### src/hdl/bpfa_pkg.sv
// ----------------------------------------------------------------------------
// bpfa_pkg: shared types and codes for the bitmap page frame allocator
// Item and result payloads, operation and status codes, and the command
// and status groups that join the controller to the datapath.
// ----------------------------------------------------------------------------
package bpfa_pkg;

  localparam int WORD_BITS = 32;
  localparam int BIT_IDX_W = 5;
  localparam int ADDR_W    = 32;
  localparam int COUNT_W   = 16;
  localparam int STATUS_W  = 3;
  localparam int OP_W      = 2;

  localparam logic [WORD_BITS-1:0] WORD_FULL = '1;

  // Operation codes
  localparam logic [OP_W-1:0] OP_ALLOC = 2'd0;
  localparam logic [OP_W-1:0] OP_FREE  = 2'd1;
  localparam logic [OP_W-1:0] OP_ADD   = 2'd2;
  localparam logic [OP_W-1:0] OP_NOP   = 2'd3;

  // Status codes
  localparam logic [STATUS_W-1:0] ST_OK           = 3'd0;
  localparam logic [STATUS_W-1:0] ST_MISALIGNED   = 3'd1;
  localparam logic [STATUS_W-1:0] ST_NO_MEMORY    = 3'd2;
  localparam logic [STATUS_W-1:0] ST_RANGE        = 3'd3;
  localparam logic [STATUS_W-1:0] ST_BELOW_KERNEL = 3'd4;

  typedef struct packed {
    logic [OP_W-1:0]   operation;
    logic [ADDR_W-1:0] address;
  } in_item_t;

  typedef struct packed {
    logic [ADDR_W-1:0]   page_address;
    logic [STATUS_W-1:0] status;
    logic [COUNT_W-1:0]  free_count;
    logic [COUNT_W-1:0]  total_count;
  } out_item_t;

  // Controller to datapath
  typedef struct packed {
    logic clear_step;  // write one all-ones word of the clearing pass
    logic load;        // latch a new item
    logic scan;        // issue the next scan read
    logic fetch;       // read the word that holds the addressed frame
    logic commit;      // write back the word, update counters, post result
    logic finish;      // post a result with no change
  } ctrl_cmd_t;

  // Datapath to controller
  typedef struct packed {
    logic clear_last;
    logic is_alloc;
    logic is_nop;
    logic check_ok;
    logic scan_hit;
    logic scan_end;
  } ctrl_sts_t;

endpackage

### src/hdl/bpfa_ctrl.sv
// ----------------------------------------------------------------------------
// bpfa_ctrl: allocator sequencer
// Runs the clearing pass, then steps each item through check, scan or
// read-modify-write, and result.
// ----------------------------------------------------------------------------
module bpfa_ctrl import bpfa_pkg::*; (
  input  logic      clk,
  input  logic      rst,
  input  logic      start,
  input  ctrl_sts_t sts,
  output logic      busy,
  output ctrl_cmd_t cmd
);

  typedef enum logic [2:0] {
    S_CLEAR,
    S_IDLE,
    S_CHECK,
    S_SCAN,
    S_APPLY
  } state_t;

  state_t state;
  state_t state_next;

  always_comb begin
    cmd        = '0;
    state_next = state;
    unique case (state)
      S_CLEAR: begin
        cmd.clear_step = 1'b1;
        if (sts.clear_last) begin
          state_next = S_IDLE;
        end
      end
      S_IDLE: begin
        if (start) begin
          cmd.load   = 1'b1;
          state_next = S_CHECK;
        end
      end
      S_CHECK: begin
        if (sts.is_alloc) begin
          cmd.scan   = 1'b1;
          state_next = S_SCAN;
        end else if (!sts.is_nop && sts.check_ok) begin
          cmd.fetch  = 1'b1;
          state_next = S_APPLY;
        end else begin
          cmd.finish = 1'b1;
          state_next = S_IDLE;
        end
      end
      S_SCAN: begin
        if (sts.scan_hit) begin
          cmd.commit = 1'b1;
          state_next = S_IDLE;
        end else if (sts.scan_end) begin
          cmd.finish = 1'b1;
          state_next = S_IDLE;
        end else begin
          cmd.scan = 1'b1;
        end
      end
      S_APPLY: begin
        cmd.commit = 1'b1;
        state_next = S_IDLE;
      end
      default: begin
        state_next = S_IDLE;
      end
    endcase
  end

  always_ff @(posedge clk) begin
    if (rst) begin
      state <= S_CLEAR;
      busy  <= 1'b1;
    end else begin
      state <= state_next;
      busy  <= (state_next != S_IDLE);
    end
  end

endmodule

### config.mk
export PLATFORM = sky130hd
export DESIGN_NAME = bpfa_ctrl
export DESIGN_NICKNAME = d
export VERILOG_FILES = /design/src/hdl/bpfa_pkg.sv /design/src/hdl/bpfa_ctrl.sv
export SDC_FILE = /design/constraint.sdc
export NUM_CORES = 1
export LEC_CHECK = 0
export BUFFER_PORTS_ARGS = -buffer_cell sky130_fd_sc_hd__buf_2
export CAP_MARGIN = 20
export CORE_AREA = 5 5 42 44
export DETAILED_ROUTE_END_ITERATION = 8
export DIE_AREA = 0 0 47 49
export PLACE_DENSITY = 0.43
export SYNTH_ARGS = -nofsm -noshare
export SYNTH_HDL_FRONTEND = slang
export SYNTH_SLANG_ARGS = --single-unit
### constraint.sdc
create_clock -name clk -period 1.59 [get_ports clk]
set_clock_uncertainty 0.15 [all_clocks]
set_input_delay 0.159 -clock clk [delete_from_list [all_inputs] [get_ports clk]]
set_output_delay 0.159 -clock clk [all_outputs]
set_load 0.02 [all_outputs]
==> impl_summary.txt <==
----------------------------------------------------
[Job]
  Maximum capacitance violations ... 0

[Synthesis]
  Synth unique cells ... 21
  Top cells by area, synth ... dfxtp_1, nor2_1, nand2b_4
  Gate count after technology mapping ... 30
  Synthesized Nets ... 39
  Mean Syn Cell Area ... 8.55 sq um
  Synthesis warning total ... 0
  Cell accounting for the most synthesized area ... dfxtp_1
  Area share of the leading cell type in the synthesized netlist ... 31.2%
  Portion of the post-synthesis area used by sequential elements ... 31.2%
  Number of register bits inferred by synthesis ... 4
  Syn Std Cell Area ... 256 sq um

[Critical path]
  Highest cell delay on the worst timing path ... 0.34 ns
  Worst R2R Path Depth ... 3
  Worst setup EP type ... primary output
  Worst-path cell chain ... nor2b_4, nand2_1, o21ai_0, buf_2
  Arrival time worst endpoint ... 1.15 ns
  Kind of critical path ... flop to primary output
  Max stage delay cell, worst path ... dfxtp_2
  Required @ worst endpoint ... 1.28 ns
  Register-to-register setup slack ... 0.49 ns
  Crit Reg-Reg Endpoint ... busy
  Launch point of the worst reg-to-reg path ... state[0]
  Type of origin of the critical path ... flop
  Max FO, Critical Path ... 5
  Launching element of the worst setup path ... state[1]

[Worst hold path]
  Terminating pin of the worst hold path ... state[2]
  HP Class ... input port to flop
  Hold path startpoint ... sts[3]
  Hold Path Depth ... 4

[Finish]
  Fill cell count ... 168
  Final net count ... 59
  Total inserted antenna cells ... 0
  Layout-stage area growth over the synthesis result ... 46.3%
  Final core utilization ... 26.8%
  Post-Layout Inst Area ... 375 sq um
  Fraction of layout cells with a size suffix above 1 ... 52.1%
  Cell Count, Final, Fillers Out ... 64

[Floorplan]
  Core ar. ... 1400 sq um
  Count of boundary I/O pins ... 16
  DIE HEIGHT ... 49 microns
  Starting Density ... 18.3%
  Number of cell rows ... 14
  Die Footprint ... 2300 sq um
  Die span in x ... 47 microns

[GRT]
  GR met1 Demand/Resource ... 7.00%
  Overall Global Routing Usage ... 6.40%
  Met2 global-route usage ... 8.37%
  Pin count of the biggest net entering global routing ... 11
  Number of antenna violations at the first check in global routing ... 0
  Via count of the first global-routing pass ... 275
  First-pass GRT wire length ... 1030 microns
  Sum of overflow across all layers after global routing ... 0
  Most congested layer reported by global routing ... met2
  Met3 Resource Use GR ... 3.69%

[Timing]
  Final worst path period need ... 1.46 ns
  Actual slew at the worst max-slew pin ... 0.198 ns
  Unrepaired setup endpoints after global routing ... no
  Worst slew slack as a fraction of its limit ... 86.8%
  Total negative slack ... 0 ns
  Final hold violations ... 0
  Portion of the clock cycle consumed by the worst path in the final layout ... 92.0%
  Final setup vio count ... 0
  Max-slew violation count ... 0
  Highest clock frequency the design can meet ... 684 MHz

[Detailed routing]
  Drc violations ... 0
  Final antenna-violating net count ... 0
  Wire length per cell ... 10.2 microns
  First drt pass iteration count ... 4
  Routed WL ... 652 microns
  Vias ... 269
  Vias/cell ... 4.20
  Number of violations reported at the end of detailed-routing iteration 0 ... 2

[Power]
  Total Power ... 0.305 mW
  Leak Pwr ... 0.189 nW
  Peak supply drop ... 0.419 mV
  Pwr Density ... 812 nW/um^2

[Clock network]
  H-tree depth ... 1
  TritonCTS Buffers ... 3
  Post CTS Setup Buffer Count ... 0
  CTS tree ... done
  Buffer depth of the longest clock path ... 2
  Worst-path clk slew ... 0.04 ns
  Sink count of the clock tree ... 4
  Later-pin clock latency in the skew report ... 0.23 ns
  CTS root buf ... clkbuf_4

[Placement]
  Placed inst area ... 340 sq um
  Cell count after placement ... 60
  Quantity of I/O buffers inserted on ports ... 15
  DP HPWL ... 522 microns
  Routability-driven placement congestion ratio ... 0.668

[Run status]
  Result of the run ... complete, no violations

----------------------------------------------------
state kept, by name, indices dropped and copies added, names as in the netlist:
| name | count |
|---|---|
| state | 3 |
| busy | 1 |
where the power goes:
part	switching (mW)	total [mW]	leakage [nW]	internal (mW)
Sequential	0.00746	0.116	0.0336	0.108
Combinational	0.0347	0.0658	0.141	0.0312
Clock	0.0391	0.123	0.0138	0.0843
Total	0.0812	0.305	0.189	0.224
synth_stat cells:
master    n
dfxtp_1   4
nor2_1    4
inv_1     3
nor2b_1   2
a21oi_1   1
a31oi_1   1
a32o_1    1
and2_1    1
buf_6     1
nand2_1   1
nand2b_1  1
nand2b_4  1
nand3_1   1
nand3_2   1
nand4_1   1
nand4b_1  1
nor2b_4   1
nor3_1    1
nor3b_2   1
o21ai_0   1
o21ai_2   1
worst max-delay path, delay by kind of cell, from the launching register on:
kind,cells,cell delay [ns]
compound gates,1,0.14
buf+inv,1,0.19
flops,1,0.34
simple gates,2,0.26
layout make-up:
cell class	count	area, sq um	area share [%]
Multi-Input combinational cell	22	154	41.0
Inverter	3	11.3	3.00
Tap cell	16	20.0	5.33
Timing Repair Buffer	16	85.1	22.7
Sequential cell	4	82.6	22.0
Clock buffer	3	22.5	6.00
cell usage in the layout, fill, tap and decap left out:
cell	count
nor2b_4	1
a21oi_1	1
and2_1	1
nor3b_2	1
a31oi_1	1
nand2b_4	1
dfxtp_2	2
nand3_1	1
buf_2	15
clkbuf_4	3
a32o_1	1
dlygate4sd3_1	1
nand4_1	1
nor2b_1	2
nor3_1	1
nor2_1	4
nand2_1	1
nand3_2	1
nand2b_1	1
dfxtp_1	2
nand4b_1	1
inv_1	3
o21ai_0	1
o21ai_2	1
layer usage:
metal / wire length (microns) / up-vias
li1: - / 139
met1: 299 / 119
met2: 300 / 11
met3: 53 / 0
met4: 0 / 0
met5: 0 / -
through the flow:
step	setup slack (ns)	hold WS (ns)
global route	0.0215	0.0993
global placement	0.298	0.218
CTS	0.0257	0.0743
finish	0.127	0.0785
detailed placement	0.280	0.204
floorplan	0.178	0.0781
worst max-delay path by stage:
| stage | cells after the start | end | slack (ns) |
|---|---|---|---|
| after floorplan | 4 | cmd[0] | 0.18 |
| after global placement | 4 | cmd[0] | 0.30 |
| after detailed placement | 4 | cmd[3] | 0.28 |
| after CTS | 4 | cmd[3] | 0.03 |
| after global routing | 4 | cmd[0] | 0.02 |
| final | 4 | cmd[0] | 0.13 |
repair_timing:
action | in CTS | in global routing
hold endpoints to repair | 2 | 0
resized for setup | 0 | 2
endpoints found under the setup margin | 0 | 2
hold buffers | 1 | 0
cell families after synthesis:
group                  Yosys count  synth area share (%)
and+or+nand+nor                 17                  46.3
DFF                              4                  31.2
AOI/OAI and AO/OA                5                  13.7
buffers and inverters            4                  8.78
(Power assumes the default switching activity.)
